**src/sv/dda_pkg.sv**
```systemverilog
// Package for the DDA line rasteriser: default widths, opcodes and the
// divider control struct. Depends on nothing; every other file imports it.
`default_nettype none

package dda_pkg;

  // Default field widths.
  localparam int DDA_COORD_BITS = 16;
  localparam int DDA_FRAC_BITS  = 16;
  localparam int DDA_COLOR_BITS = 24;

  // Opcodes of an input transaction.
  localparam logic OP_LOAD = 1'b0;
  localparam logic OP_STEP = 1'b1;

  // Control from the sequencer to one serial divider.
  typedef struct packed {
    logic load;   // take a new dividend and divisor
    logic shift;  // produce one more quotient bit
  } dda_div_ctrl_t;

endpackage

`default_nettype wire

```
**src/sv/dda_in_if.sv**
```systemverilog
// Input channel of the DDA line rasteriser: handshake plus one command.
// Depends on dda_pkg.
`default_nettype none

interface dda_in_if #(
  parameter int COORD_BITS = dda_pkg::DDA_COORD_BITS
);
  import dda_pkg::*;

  logic                         valid;
  logic                         ready;
  logic                         opcode;
  logic signed [COORD_BITS-1:0] x_start;
  logic signed [COORD_BITS-1:0] y_start;
  logic signed [COORD_BITS-1:0] x_end;
  logic signed [COORD_BITS-1:0] y_end;
  logic [DDA_COLOR_BITS-1:0]    line_color;

  modport source (output valid, opcode, x_start, y_start, x_end, y_end, line_color,
                  input ready);
  modport sink   (input valid, opcode, x_start, y_start, x_end, y_end, line_color,
                  output ready);
endinterface

`default_nettype wire

```
**src/sv/dda_pix_if.sv**
```systemverilog
// Output channel of the DDA line rasteriser: handshake plus one pixel.
// Depends on dda_pkg.
`default_nettype none

interface dda_pix_if #(
  parameter int COORD_BITS = dda_pkg::DDA_COORD_BITS
);
  import dda_pkg::*;

  logic                         valid;
  logic                         ready;
  logic signed [COORD_BITS-1:0] pixel_x;
  logic signed [COORD_BITS-1:0] pixel_y;
  logic [DDA_COLOR_BITS-1:0]    pixel_color;
  logic                         last_pixel;

  modport source (output valid, pixel_x, pixel_y, pixel_color, last_pixel, input ready);
  modport sink   (input valid, pixel_x, pixel_y, pixel_color, last_pixel, output ready);
endinterface

`default_nettype wire

```
**src/sv/dda_line_rasterizer.sv**
```systemverilog
// Top level of the DDA line rasteriser: load sequencer, position walk and
// output register. Depends on dda_pkg, dda_in_if, dda_pix_if and dda_div.
//
//   channel  direction  carries
//   in_i     sink       opcode, x_start, y_start, x_end, y_end, line_color
//   pix_o    source     pixel_x, pixel_y, pixel_color, last_pixel
//
// A step transaction is taken straight into the output register; a load starts
// the two bit-serial dividers that form one increment bit per cycle.
// Reset clears the sequencer, the active-line flag and the output valid.
// The pixel sits in an output register; input is accepted while that register
// is empty or being drained in the same cycle, and held off during a division.
`default_nettype none

module dda_line_rasterizer #(
  parameter int COORD_BITS = dda_pkg::DDA_COORD_BITS,
  parameter int FRAC_BITS  = dda_pkg::DDA_FRAC_BITS
) (
  input  wire         clk_i,
  input  wire         rst_ni,
  dda_in_if.sink      in_i,
  dda_pix_if.source   pix_o
);
  import dda_pkg::*;

  localparam int POS_BITS = COORD_BITS + FRAC_BITS + 1;
  localparam int INC_BITS = FRAC_BITS + 2;
  localparam int CNT_BITS = $clog2(FRAC_BITS + 1);

  localparam logic ST_IDLE = 1'b0;
  localparam logic ST_DIV  = 1'b1;

  logic                       state_q, state_d;
  logic [CNT_BITS-1:0]        cnt_q, cnt_d;
  logic                       busy_q, busy_d;
  logic                       neg_x_q, neg_y_q, zero_q;
  logic signed [POS_BITS-1:0] pos_x_q, pos_y_q;
  logic [COORD_BITS-1:0]      left_q;
  logic [DDA_COLOR_BITS-1:0]  color_q;

  logic                       ovalid_q, ovalid_d;
  logic [COORD_BITS-1:0]      px_q, py_q;
  logic [DDA_COLOR_BITS-1:0]  pcol_q;
  logic                       plast_q;

  logic                       acc;
  logic                       acc_load, acc_step;
  logic signed [COORD_BITS:0] dx, dy;
  logic [COORD_BITS-1:0]      ax, ay, steps;
  logic [FRAC_BITS:0]         qx, qy, mx, my;
  logic signed [INC_BITS-1:0] inc_x, inc_y;
  logic signed [POS_BITS-1:0] tx, ty;
  dda_div_ctrl_t              dctrl;

  // Handshake: one output slot, no input while dividing.
  assign in_i.ready = (state_q == ST_IDLE) && (!ovalid_q || pix_o.ready);
  assign acc        = in_i.valid && in_i.ready;
  assign acc_load   = acc && (in_i.opcode == OP_LOAD);
  assign acc_step   = acc && (in_i.opcode == OP_STEP) && busy_q;

  // Line set-up: deltas, magnitudes and step count.
  always_comb begin
    dx    = {in_i.x_end[COORD_BITS-1], in_i.x_end} - {in_i.x_start[COORD_BITS-1], in_i.x_start};
    dy    = {in_i.y_end[COORD_BITS-1], in_i.y_end} - {in_i.y_start[COORD_BITS-1], in_i.y_start};
    ax    = dx[COORD_BITS] ? COORD_BITS'(-dx) : dx[COORD_BITS-1:0];
    ay    = dy[COORD_BITS] ? COORD_BITS'(-dy) : dy[COORD_BITS-1:0];
    steps = (ax > ay) ? ax : ay;
  end

  // The dividers produce both increments in parallel.
  assign dctrl.load  = acc_load;
  assign dctrl.shift = (state_q == ST_DIV);

  dda_div #(.COORD_BITS(COORD_BITS), .FRAC_BITS(FRAC_BITS)) u_div_x (
    .clk_i  (clk_i),
    .rst_ni (rst_ni),
    .ctrl_i (dctrl),
    .mag_i  (ax),
    .steps_i(steps),
    .quot_o (qx)
  );

  dda_div #(.COORD_BITS(COORD_BITS), .FRAC_BITS(FRAC_BITS)) u_div_y (
    .clk_i  (clk_i),
    .rst_ni (rst_ni),
    .ctrl_i (dctrl),
    .mag_i  (ay),
    .steps_i(steps),
    .quot_o (qy)
  );

  // Signed increments; a zero-length line walks nowhere.
  always_comb begin
    mx    = zero_q ? '0 : qx;
    my    = zero_q ? '0 : qy;
    inc_x = neg_x_q ? -$signed({1'b0, mx}) : $signed({1'b0, mx});
    inc_y = neg_y_q ? -$signed({1'b0, my}) : $signed({1'b0, my});
  end

  // Truncation toward zero: bias negative positions before the shift.
  always_comb begin
    tx = pos_x_q + (pos_x_q[POS_BITS-1] ? POS_BITS'((1 << FRAC_BITS) - 1) : POS_BITS'(0));
    ty = pos_y_q + (pos_y_q[POS_BITS-1] ? POS_BITS'((1 << FRAC_BITS) - 1) : POS_BITS'(0));
  end

  // Sequencer next state.
  always_comb begin
    state_d  = state_q;
    cnt_d    = cnt_q;
    busy_d   = busy_q;
    ovalid_d = ovalid_q && !pix_o.ready;
    case (state_q)
      ST_IDLE: begin
        if (acc_load) begin
          state_d = ST_DIV;
          cnt_d   = '0;
          busy_d  = 1'b1;
        end else if (acc_step) begin
          ovalid_d = 1'b1;
          if (left_q == '0) begin
            busy_d = 1'b0;
          end
        end
      end
      ST_DIV: begin
        cnt_d = cnt_q + CNT_BITS'(1);
        if (cnt_q == CNT_BITS'(FRAC_BITS)) begin
          state_d = ST_IDLE;
        end
      end
      default: begin
        state_d = ST_IDLE;
      end
    endcase
  end

  // Control registers.
  always_ff @(posedge clk_i or negedge rst_ni) begin
    if (!rst_ni) begin
      state_q  <= ST_IDLE;
      cnt_q    <= '0;
      busy_q   <= 1'b0;
      ovalid_q <= 1'b0;
    end else begin
      state_q  <= state_d;
      cnt_q    <= cnt_d;
      busy_q   <= busy_d;
      ovalid_q <= ovalid_d;
    end
  end

  // Line state: load sets it up, each pixel but the last advances it.
  always_ff @(posedge clk_i) begin
    if (acc_load) begin
      pos_x_q <= POS_BITS'(signed'(in_i.x_start)) <<< FRAC_BITS;
      pos_y_q <= POS_BITS'(signed'(in_i.y_start)) <<< FRAC_BITS;
      neg_x_q <= dx[COORD_BITS];
      neg_y_q <= dy[COORD_BITS];
      zero_q  <= (steps == '0);
      left_q  <= steps;
      color_q <= in_i.line_color;
    end else if (acc_step && (left_q != '0)) begin
      pos_x_q <= pos_x_q + POS_BITS'(inc_x);
      pos_y_q <= pos_y_q + POS_BITS'(inc_y);
      left_q  <= left_q - COORD_BITS'(1);
    end
  end

  // Output register.
  always_ff @(posedge clk_i) begin
    if (acc_step) begin
      px_q    <= tx[COORD_BITS+FRAC_BITS-1:FRAC_BITS];
      py_q    <= ty[COORD_BITS+FRAC_BITS-1:FRAC_BITS];
      pcol_q  <= color_q;
      plast_q <= (left_q == '0);
    end
  end

  assign pix_o.valid       = ovalid_q;
  assign pix_o.pixel_x     = px_q;
  assign pix_o.pixel_y     = py_q;
  assign pix_o.pixel_color = pcol_q;
  assign pix_o.last_pixel  = plast_q;

endmodule

`default_nettype wire

```
**src/sv/dda_div.sv**
```systemverilog
// Bit-serial restoring divider for one axis: (mag << FRAC_BITS) / steps,
// one quotient bit per cycle while shift is set, into a shift register. Depends on dda_pkg.
`default_nettype none

module dda_div #(
  parameter int COORD_BITS = dda_pkg::DDA_COORD_BITS,
  parameter int FRAC_BITS  = dda_pkg::DDA_FRAC_BITS
) (
  input  wire                          clk_i,
  input  wire                          rst_ni,
  input  wire dda_pkg::dda_div_ctrl_t  ctrl_i,
  input  wire  [COORD_BITS-1:0]        mag_i,
  input  wire  [COORD_BITS-1:0]        steps_i,
  output logic [FRAC_BITS:0]           quot_o
);
  import dda_pkg::*;

  // Partial remainder is kept below the divisor, so one extra bit covers the doubling.
  logic [COORD_BITS:0]   rem_q, rem_d;
  logic [COORD_BITS-1:0] div_q, div_d;
  logic [FRAC_BITS:0]    quot_q, quot_d;
  logic [COORD_BITS:0]   diff;
  logic                  qbit;

  // One restoring step: compare, subtract, shift in a zero dividend bit.
  always_comb begin
    diff   = rem_q - {1'b0, div_q};
    qbit   = (rem_q >= {1'b0, div_q});
    rem_d  = rem_q;
    div_d  = div_q;
    quot_d = quot_q;
    if (ctrl_i.load) begin
      rem_d  = {1'b0, mag_i};
      div_d  = steps_i;
      quot_d = '0;
    end else if (ctrl_i.shift) begin
      rem_d  = qbit ? {diff[COORD_BITS-1:0], 1'b0} : {rem_q[COORD_BITS-1:0], 1'b0};
      quot_d = {quot_q[FRAC_BITS-1:0], qbit};
    end
  end

  // Datapath registers.
  always_ff @(posedge clk_i or negedge rst_ni) begin
    if (!rst_ni) begin
      rem_q  <= '0;
      div_q  <= '0;
      quot_q <= '0;
    end else begin
      rem_q  <= rem_d;
      div_q  <= div_d;
      quot_q <= quot_d;
    end
  end

  assign quot_o = quot_q;

endmodule

`default_nettype wire

```
**src/flat_wrapper.sv**
```systemverilog
// flat-port wrapper written by rule: the top's interface ports become plain ports
module dda_line_rasterizer_flat import dda_pkg::*;
#(
  parameter int COORD_BITS = dda_pkg::DDA_COORD_BITS,
  parameter int FRAC_BITS  = dda_pkg::DDA_FRAC_BITS
)
  (clk_i, rst_ni, in_i_valid, in_i_opcode, in_i_x_start, in_i_y_start, in_i_x_end, in_i_y_end, in_i_line_color, in_i_ready, pix_o_valid, pix_o_pixel_x, pix_o_pixel_y, pix_o_pixel_color, pix_o_last_pixel, pix_o_ready);
  dda_in_if #(.COORD_BITS(COORD_BITS)) in_i_i ();
  dda_pix_if #(.COORD_BITS(COORD_BITS)) pix_o_i ();
  input  wire clk_i;
  input  wire rst_ni;
  input wire logic [$bits(in_i_i.valid)-1:0] in_i_valid;
  input wire logic [$bits(in_i_i.opcode)-1:0] in_i_opcode;
  input wire logic [$bits(in_i_i.x_start)-1:0] in_i_x_start;
  input wire logic [$bits(in_i_i.y_start)-1:0] in_i_y_start;
  input wire logic [$bits(in_i_i.x_end)-1:0] in_i_x_end;
  input wire logic [$bits(in_i_i.y_end)-1:0] in_i_y_end;
  input wire logic [$bits(in_i_i.line_color)-1:0] in_i_line_color;
  output wire logic [$bits(in_i_i.ready)-1:0] in_i_ready;
  output wire logic [$bits(pix_o_i.valid)-1:0] pix_o_valid;
  output wire logic [$bits(pix_o_i.pixel_x)-1:0] pix_o_pixel_x;
  output wire logic [$bits(pix_o_i.pixel_y)-1:0] pix_o_pixel_y;
  output wire logic [$bits(pix_o_i.pixel_color)-1:0] pix_o_pixel_color;
  output wire logic [$bits(pix_o_i.last_pixel)-1:0] pix_o_last_pixel;
  input wire logic [$bits(pix_o_i.ready)-1:0] pix_o_ready;
  assign in_i_i.valid = in_i_valid;
  assign in_i_i.opcode = in_i_opcode;
  assign in_i_i.x_start = in_i_x_start;
  assign in_i_i.y_start = in_i_y_start;
  assign in_i_i.x_end = in_i_x_end;
  assign in_i_i.y_end = in_i_y_end;
  assign in_i_i.line_color = in_i_line_color;
  assign in_i_ready = in_i_i.ready;
  assign pix_o_valid = pix_o_i.valid;
  assign pix_o_pixel_x = pix_o_i.pixel_x;
  assign pix_o_pixel_y = pix_o_i.pixel_y;
  assign pix_o_pixel_color = pix_o_i.pixel_color;
  assign pix_o_last_pixel = pix_o_i.last_pixel;
  assign pix_o_i.ready = pix_o_ready;
  dda_line_rasterizer #(.COORD_BITS(COORD_BITS), .FRAC_BITS(FRAC_BITS)) u_core (.clk_i(clk_i), .rst_ni(rst_ni), .in_i(in_i_i), .pix_o(pix_o_i));
endmodule
```
**config.mk**
```make
export PLATFORM = sky130hd
export DESIGN_NAME = dda_line_rasterizer_flat
export DESIGN_NICKNAME = d
export VERILOG_FILES = /design/src/sv/dda_pkg.sv /design/src/sv/dda_in_if.sv /design/src/sv/dda_pix_if.sv /design/src/sv/dda_line_rasterizer.sv /design/src/sv/dda_div.sv /design/src/flat_wrapper.sv
export SDC_FILE = /design/constraint.sdc
export NUM_CORES = 1
export LEC_CHECK = 0
export BUFFER_PORTS_ARGS = -buffer_cell sky130_fd_sc_hd__clkbuf_2
export CAP_MARGIN = 20
export CORE_ASPECT_RATIO = 1.25
export CORE_MARGIN = 2
export CORE_UTILIZATION = 30
export CTS_CLUSTER_SIZE = 28
export DETAILED_ROUTE_END_ITERATION = 16
export HOLD_SLACK_MARGIN = 0.15
export PLACE_DENSITY = 0.53
export SLEW_MARGIN = 20
export SYNTH_ARGS = -nofsm -noshare
export SYNTH_HDL_FRONTEND = slang
export SYNTH_SLANG_ARGS = --single-unit
```
**constraint.sdc**
```tcl
create_clock -name clk_i -period 6.1 [get_ports clk_i]
set_clock_uncertainty 0.1 [all_clocks]
set_input_delay 1.22 -clock clk_i [delete_from_list [all_inputs] [get_ports clk_i]]
set_output_delay 1.22 -clock clk_i [all_outputs]
set_load 0.1 [all_outputs]
```
### Yosys cells after proc, flatten, opt, wreduce, memory -nomap -nowiden

Cells that the tools add are included.

* register bits after elaboration: 258
* latch bits: 0
* memories: 0
* input port bits: 93
* word-level logic and storage cells: 97
* bits in read-only memories: 0
* bits in writable memories: 0

* div/mod/pow operators: 0
* multipliers: 0
* $lt $le $gt $ge: 3
* add/subtract/negate cells: 14
* bitwise gates (word level): 2
* mux-type cells: 36
* equality and inequality tests: 2
* shifts and indexed selects: 0
* reduce and logical (&&, ||, !) cells: 18

Operators by type and width (number)
* 2-to-1 mux 17 bit: 12
* 2-to-1 mux 33 bit: 4
* 2-to-1 mux 16 bit: 7
* adder 33 x 18 -> 33 bit: 2
* adder 32 bit: 2
* 2-to-1 mux 18 bit: 2
* negation 17 -> 18 bit: 2
* greater-or-equal comparator 17 x 16 -> 1 bit: 2
* subtractor 16 x 16 -> 17 bit: 2
* logical NOT 16 bit: 2
* negation 16 bit: 2
* subtractor 16 bit: 2
* greater-than comparator 16 bit: 1
* nonzero test 16 bit: 1
* subtractor 16 x 1 -> 16 bit (second input constant): 1
* case mux 5 bit (2 select lines): 1
* 2-to-1 mux 1 bit: 8
* nonzero test 2 bit: 4
* logical AND 1 bit: 7
* adder 5 x 1 -> 5 bit (second input constant): 1
* equality test 5 bit (second input constant): 1
* 2-to-1 mux 5 bit: 1
* AND reduction 3 bit: 1
* logical NOT 1 bit: 2
* other kinds (4): 5

### Depth between registers and ports, before layout

Gate-level depths: netlist of run 1.

* depth in word-level cells: 9
* mapped depth: 25

### Modules after synthesis

From an unflattened synthesis of run 1, not the netlist that was laid out.

* cells, all modules: 2247
* area, all modules: 20618.5 um^2

By module, submodules not included
* dda_line_rasterizer: cells each 1609, seq. area each 4864.7 um^2, area each 14437.6 um^2, times used 1
* dda_div: cells each 319, seq. area each 1251.2 um^2, area each 3090.5 um^2, times used 2

### Worst setup path after synthesis of run 1

No wires, ideal clock.

* path type: input-to-reg
* from: input port pix_o_ready
* to: register u_core.left_q[0], enable pin
* cell stages on the path: 8
* data required time: 5.591 ns
* path buffers: 2
* arrival: 7.882 ns
* slack: -2.291 ns
* path through: inv_1 > a21oi_1 > nand2_1 > nor2_1 > nand2_1 > clkbuf_1 > buf_1 > nand2_1

* word-level cells in the longest chain between the ends: 7

Ends and longest elaborated chain
* from (decl): line flat_wrapper.sv:25 `input wire logic [$bits(pix_o_i.ready)-1:0] pix_o_ready;`
* logical OR 1 bit: line dda_line_rasterizer.sv:56 `assign in_i.ready = (state_q == ST_IDLE) && (!ovalid_q || pix_o.ready);`
* logical AND 1 bit: line dda_line_rasterizer.sv:56
* net in_i_ready: line flat_wrapper.sv:19 `output wire logic [$bits(in_i_i.ready)-1:0] in_i_ready;`
* logical AND 1 bit: line dda_line_rasterizer.sv:57 `assign acc = in_i.valid && in_i.ready;`
* logical AND 1 bit (2 in series): line dda_line_rasterizer.sv:59 `assign acc_step = acc && (in_i.opcode == OP_STEP) && busy_q;`
* net u_core.acc_step: line dda_line_rasterizer.sv:47 `logic acc_load, acc_step;`
* logical AND 1 bit: line dda_line_rasterizer.sv:162 `end else if (acc_step && (left_q != '0)) begin`
* nonzero test 2 bit (no line)
* to (signal assigned): line dda_line_rasterizer.sv:160 `left_q <= steps;`
* to (signal assigned): line dda_line_rasterizer.sv:165 `left_q <= left_q - COORD_BITS'(1);`
* to (decl): line dda_line_rasterizer.sv:38 `logic [COORD_BITS-1:0] left_q;`

The timed path passes the listed nets, and every way through them passes these cells.
A chain may end at the register's enable or synchronous reset.

### Worst setup path after layout of run 1

* from: input port in_i_y_start[2]
* to: register u_core.zero_q, data pin

* word-level cells in the longest chain between the ends: 6

Ends and longest elaborated chain
* from (decl): line flat_wrapper.sv:15 `input wire logic [$bits(in_i_i.y_start)-1:0] in_i_y_start;`
* subtractor 16 x 16 -> 17 bit *: line dda_line_rasterizer.sv:64 `dy = {in_i.y_end[COORD_BITS-1], in_i.y_end} - {in_i.y_start[COORD_BITS-1], in_i.y_start};`
* negation 16 bit: line dda_line_rasterizer.sv:66 `ay = dy[COORD_BITS] ? COORD_BITS'(-dy) : dy[COORD_BITS-1:0];`
* 2-to-1 mux 16 bit *: line dda_line_rasterizer.sv:66
* greater-than comparator 16 bit: line dda_line_rasterizer.sv:67 `steps = (ax > ay) ? ax : ay;`
* 2-to-1 mux 16 bit *: line dda_line_rasterizer.sv:67
* logical NOT 16 bit *: line dda_line_rasterizer.sv:159 `zero_q <= (steps == '0);`
* to (signal assigned): line dda_line_rasterizer.sv:159
* to (decl): line dda_line_rasterizer.sv:36 `logic neg_x_q, neg_y_q, zero_q;`

Every way passes the cells marked *; elsewhere a longest branch is shown, timed or not.

==> impl_metrics.ini, run 1 <==
[outcome]
status = finished, final reports clean

[setup_path]
slowest_stage = or4_1
cp-start-kind = primary input
critPathKind = primary input to register
slowest_delay_ns = 0.46
cp-end-kind = register
arrival_ns = 6.13
cp.depth = 24
reg2regPathDepth = 22
worst-path-buf-inv = 5
crit_chain = clkbuf_2 -> inv_1 -> ha_1 -> buf_4 -> o21ai_0 -> a21oi_1 -> o22a_2 -> or3_1 -> a21o_1 -> a211oi_4 -> nand3_1 -> mux2_2 -> nand3_1 -> and2_2 -> ha_1 -> nand4_1 -> nor3_1 -> buf_4 -> a21oi_1 -> buf_4 -> or4_1 -> o31ai_1 -> nand4b_1 -> nor4b_2
cp_common_cell = buf_4
critPathMaxFanout = 6
required_ns = 6.42
critPathTopFamily = simple AND/OR/NAND/NOR gates

[logic_synthesis]
ys_ff_latch = 258
synthAdderAreaFrac_pct = 12.2
synth_edf_count = 134
synth_top_family_by_area = compound AO/OA/AOI/OAI gates
synth.net_count = 2472
yosys_most_used_dff = edfxtp_1
netlist_instances = 2192
synthMuxAreaShare_pct = 1.66
netlist_area_um2 = 19600
syn_area_per_cell_um2 = 8.93
async_flop_share_pct = 35.7
synth_compound_area_share_pct = 22.3
synth_cell_types = 90
synth-xor-area-share_pct = 8.27
ys_warn_count = 0
yosys.area_share.simple_pct = 15.8
seq_area_frac_synth_pct = 35.6

[grt]
globalRouteMet3Util_pct = 1.51
grt_usage_pct = 16.6
grt_pass1_vias = 17271
antenna_found_initial = 0
overflow = 0
met1_usage_pct = 19.7
grt_busiest_layer = met2
grt_max_degree = 103
grt_pass1_wl_um = 91100
gr-usage-met2_pct = 30.8

[timing]
timing.setup.tns_ns = 0
timing.final.crit_share_pct = 95.2
max_freq_mhz = 172
setup_viol = 0
worstMarginPinSlew_ns = 0.977
slew_violations = 0
worst_slew_margin_rel_pct = 34.9
fin_crit_ns = 5.81
hold_viol_final = 0

[die]
die_y_um = 290
start_util_pct = 30.4
rows = 104
core_um2 = 64400
die_area_um2 = 67300
ios = 152
die_x_um = 232

[power]
power_mw = 10.7
p_per_area_nw_per_um2 = 450
cellLeakagePower_nw = 10.6
vdd.ir_drop.worst_v = 0.000207

[final_layout]
n_fill_cell = 6491
mostFrequentLayoutCells = 222 x nand2_1, 203 x buf_4, 201 x o21ai_0
stdcell_area_um2 = 23800
layout-drive-gt1-share_pct = 18.8
antenna_cells = 0
area_growth_pct = 21.4
final_nets = 2780
final_common_cell = nand2_1

[placed_design]
place_area_um2 = 22700
dp_hpwl_um = 43200
gp_congestion = 0.888
io_buffers = 151

[clock_network]
cts_root_buf = clkbuf_16
cts_buffers = 29
h-tree-depth = 1
clk_pin_slew_ns = 0.07
cts.sinks = 258
ctsHoldBuffers = 0
cts_buffer_depth = 3
cts_tree = done
clock_latency_ns = 0.59

[drt]
firstDrtPassIters = 5
drt_iter0_drc = 944
wl_per_cell_um = 16.9
vias_per_cell = 5.15
drtAntennaViolNets = 0
vias = 17357
drc = 0
detail_route.wirelength_um = 56900

[flow_run]
drv_cap = 0

[worst_hold_path]
hold_class = register to register
hold-path-cell-count = 0
[power by group]
part	internal, mW	switching (mW)	total, mW	leakage, nW
Clock	1.05	0.819	1.87	0.471
Combinational	2.56	3.44	6.00	7.48
Sequential	2.36	0.462	2.83	2.63
Total	5.98	4.72	10.7	10.6
[registers in the layout, indices dropped and copies added (netlist names), 16 cells and up]
name	flops
u_core.color_q	24
u_core.left_q	16
u_core.pix_o.pixel_color	24
u_core.pix_o.pixel_x	16
u_core.pix_o.pixel_y	16
u_core.pos_x_q	33
u_core.pos_y_q	33
u_core.u_div_x.div_q	16
u_core.u_div_x.quot_o	17
u_core.u_div_x.rem_q	17
u_core.u_div_y.quot_o	17
u_core.u_div_y.rem_q	17
[per-layer routing]
layer | routed length (µm) | share of wire (%)
met1 | 23800 | 42
met2 | 29200 | 51
met3 | 1720 | 3.0
met4 | 2140 | 3.8
met5 | 0 | 0
[worst register-to-register path, delay by kind of cell, from the launching register on]
family | cells | cell delay [ns]
xor+xnor | 1 | 0.18
simple gates | 8 | 1.64
fa+ha+maj | 1 | 0.33
compound gates | 12 | 2.51
flops | 1 | 0.46
[cell families (layout without fill, tap and decap cells)]
logic type      Yosys count  in the layout
compound gates          675            675
simple gates            645            645
flops                   258            258
buf+inv                 212            543
fa+ha+maj               187            187
xor+xnor                184            184
mux                      31             31
[Yosys cell counts, types with 6 or more instances]
master	count	area share [%]
o221ai_1	8	0.36
dfxtp_1	32	3.3
a211oi_1	19	0.73
nor2_1	123	2.4
nand3_1	72	1.8
dfrtp_1	92	12
o22ai_1	23	0.74
ha_1	181	12
a31oi_1	13	0.42
xnor2_1	111	5.0
o211ai_1	9	0.35
a21boi_0	6	0.23
a31o_2	6	0.27
edfxtp_1	134	21
or4_1	7	0.27
clkbuf_1	65	1.2
o21a_1	22	0.84
nand4_1	23	0.74
nand2_1	224	4.3
mux2_2	7	0.40
a22oi_1	16	0.61
buf_1	6	0.12
and4_1	10	0.45
o21ai_0	201	5.1
or2_2	13	0.42
and3_1	17	0.54
fa_1	6	0.61
mux2i_1	23	1.2
or3_1	13	0.42
xor2_1	72	3.2
nand2b_1	24	0.77
nor4_1	8	0.26
nor3_1	45	1.2
nor2b_1	30	0.96
o31ai_1	21	0.81
a221o_1	11	0.56
inv_1	132	2.5
a21oi_1	156	4.0
o21bai_1	10	0.38
buf_2	8	0.20
and2_1	16	0.51
a21o_1	75	2.9
[worst paths after layout]
kind / slack, ns / start / end
setup reg to reg: 0.61 / u_core.u_div_x.quot_o[4] / u_core.pos_x_q[29]
max in group asynchronous: 4.21 / rst_ni / u_core.state_q
hold / removal: 0.31 / u_core.color_q[18] / u_core.pix_o.pixel_color[18]
setup / recovery: 0.29 / in_i_y_start[2] / u_core.zero_q
hold reg to reg: 0.31 / u_core.color_q[18] / u_core.pix_o.pixel_color[18]
min in group asynchronous: 0.61 / rst_ni / u_core.u_div_y.rem_q[16]
[layout make-up]
class                           count  area, µm²  area share (%)
Timing Repair Buffer              356       2330            9.83
Clock buffer                       29        726            3.06
Inverter                          133        499            2.10
Sequential cell                   258       6970            29.3
Clock inverter                     25        275            1.16
Multi-Input combinational cell   1722      11900            50.1
Tap cell                          848       1060            4.47
[stage by stage]
| step | instances | util (%) | setup slack (ns) | hold slack, ns |
|---|---|---|---|---|
| 3_3_place_gp | 3317 | 35.2 | -0.371 | 0.301 |
| 3_5_place_dp | 3317 | 35.2 | -0.558 | 0.305 |
| 2_1_floorplan | 2192 | - | 0.0207 | 0.300 |
| 4_1_cts | 3371 | 36.8 | 0.0750 | 0.313 |
| 6_report | 3371 | 36.9 | 0.290 | 0.314 |
| 5_1_grt | 3371 | 36.9 | -0.00277 | 0.326 |
[repair_timing]
item,4_1_cts,5_1_grt
gates resized for setup,0,11
setup endpoints to repair,0,12
buffers inserted,0,0
No activity file was read; power rests on OpenSTA's default activity.
==> inputs of run 2 (changes only) <==
SETUP_SLACK_MARGIN = 0.3   (was default)
==> impl_metrics.ini, run 2 (synthesis gave the netlist of run 1 again) <==
[placed_design]
dp.cells = 3289
gp_congestion = 0.916
io_buffers = 151
place_area_um2 = 22500
dp_hpwl_um = 43300

[setup_path]
reg2regPathDepth = 19
crit_start = in_i_y_end[0]
cp-endpoint = u_core.zero_q
cp-start-kind = primary input
critPathMaxFanout = 12
cp-end-kind = register
r2r-end = u_core.pos_x_q[29]
r2r_start = u_core.u_div_x.quot_o[4]
r2r_slack_ns = 0.80
arrival_ns = 6.00
critPathKind = primary input to register
required_ns = 6.41

[outcome]
status = finished, final reports clean

[timing]
max_freq_mhz = 176
timing.setup.tns_ns = 0
slew_violations = 0
timing.final.crit_share_pct = 93.2
worst_slew_margin_rel_pct = 31.9
rsz0062_at_grt = yes
worstMarginPinSlew_ns = 1.02
setup_viol = 0
fin_crit_ns = 5.69
hold_viol_final = 0

[final_layout]
layout-drive-gt1-share_pct = 18.5
mostFrequentLayoutCells = 222 x nand2_1, 197 x o21ai_0, 180 x ha_1
final_nets = 2753
n_fill_cell = 6497
final-instance-count-excl-fill = 3346
stdcell_area_um2 = 23700
final_common_cell = nand2_1
fin_util_pct = 36.8
area_growth_pct = 21.1
reg_top3 = u_core.pos_x_q (33), u_core.pos_y_q (33)

[drt]
drt_iter0_drc = 915
vias_per_cell = 5.17
firstDrtPassIters = 5
drc = 0
wl_per_cell_um = 17.1
vias = 17302
drtAntennaViolNets = 0
detail_route.wirelength_um = 57200

[worst_hold_path]
hold_start = u_core.color_q[10]
hold_class = register to register

[power]
vdd.ir_drop.worst_v = 0.000187
power_mw = 10.7
cellLeakagePower_nw = 10.5
p_per_area_nw_per_um2 = 453

[clock_network]
clk_pin_slew_ns = 0.07
cts_setup_buffers = 0
h-tree-depth = 1
cts_buffer_depth = 3
cts_root_buf = clkbuf_16
cts_buffers = 30
cts_tree = done
cts.sinks = 258
clock_latency_ns = 0.58
ctsHoldBuffers = 0

[die]
die_y_um = 290
start_util_pct = 30.4
core_um2 = 64400
die_x_um = 232
rows = 104
ios = 152
die_area_um2 = 67300

[grt]
antenna_found_initial = 1
overflow = 0
grt_pass1_vias = 17411
grt_pass1_wl_um = 91000
grt_max_degree = 78
grt_usage_pct = 16.6

[flow_run]
drv_cap = 0
-- run 2: changes by cell type in the layout (fill, tap and decap cells not counted), moves of 2 or more --
cell | before | now
xor2_2 | 0 | 2
o21ai_1 | 3 | 7
o21ai_0 | 201 | 197
clkbuf_16 | 29 | 31
buf_4 | 203 | 176
and2_2 | 2 | 0
a21oi_2 | 2 | 5
inv_6 | 5 | 1
xor2_1 | 72 | 70
clkinv_2 | 4 | 6
a21oi_1 | 154 | 150
-- run 2: metal layers --
layer,track usage [%],up-vias,part of all wire [%]
met5,0,-,0
met1,19.4,8281,41
li1,-,8588,-
met2,31.1,326,52
met4,6.38,0,3.5
met3,1.68,107,3.3
-- run 2: layout make-up --
cell class	instances	area (µm²)	area share, %
diodes	1	2.50	0.0106
clock buffers	33	793	3.35
clock inverters	23	250	1.06
inverters	133	499	2.11
multi-input cells	1722	12000	50.7
flip-flops and latches	258	6970	29.4
well taps	848	1060	4.48
repair buffers	328	2110	8.92
-- run 2: worst min-delay path by stage --
stage / to / slack (ns) / cells past startpoint
6_report: u_core.pix_o.pixel_color[10] / 0.31 / 0
5_1_grt: u_core.pix_o.pixel_color[0] / 0.32 / 0
4_1_cts: u_core.pix_o.pixel_color[10] / 0.32 / 0
3_5_place_dp: u_core.pix_o.pixel_color[10] / 0.30 / 0
3_3_place_gp: u_core.pix_o.pixel_color[23] / 0.30 / 0
2_1_floorplan: u_core.pix_o.pixel_color[0] / 0.30 / 0
-- run 2: report_power, final --
part	switching (mW)	internal [mW]	leakage [nW]
Sequential	0.451	2.36	2.63
Clock	0.798	1.11	0.494
Combinational	3.47	2.54	7.35
Total	4.72	6.02	10.5
-- run 2: critical path: stages --
cell and delay [ns]:
clkbuf_2 0.09, inv_2 0.09, ha_1 0.19, fa_2 0.23
nor2b_2 0.05, o2111a_1 0.26, o21a_1 0.22, or3b_1 0.41
a211o_1 0.34, a21oi_2 0.16, nand3_1 0.14, mux2_2 0.25
nand3_1 0.10, and2_4 0.18, ha_1 0.28, nand4_1 0.14
nor3_2 0.31, a2111oi_4 0.13, a21o_1 0.21, buf_12 0.15
mux2_2 0.24, o211ai_1 0.09, a21oi_1 0.13, nand4b_1 0.13
nor4b_2 0.27
-- run 2: through the flow --
step           hold WS, ns  worst slack, ns
2_1_floorplan        0.300            0.305
3_3_place_gp         0.300           -0.152
3_5_place_dp         0.305           -0.227
4_1_cts              0.318            0.341
5_1_grt              0.323            0.169
6_report             0.313            0.412
-- run 2: repair_timing --
| item | CTS | global route |
|---|---|---|
| resized for setup | 0 | 28 |
| endpoints found under the hold margin | 0 | 0 |
| setup endpoints to repair | 0 | 36 |
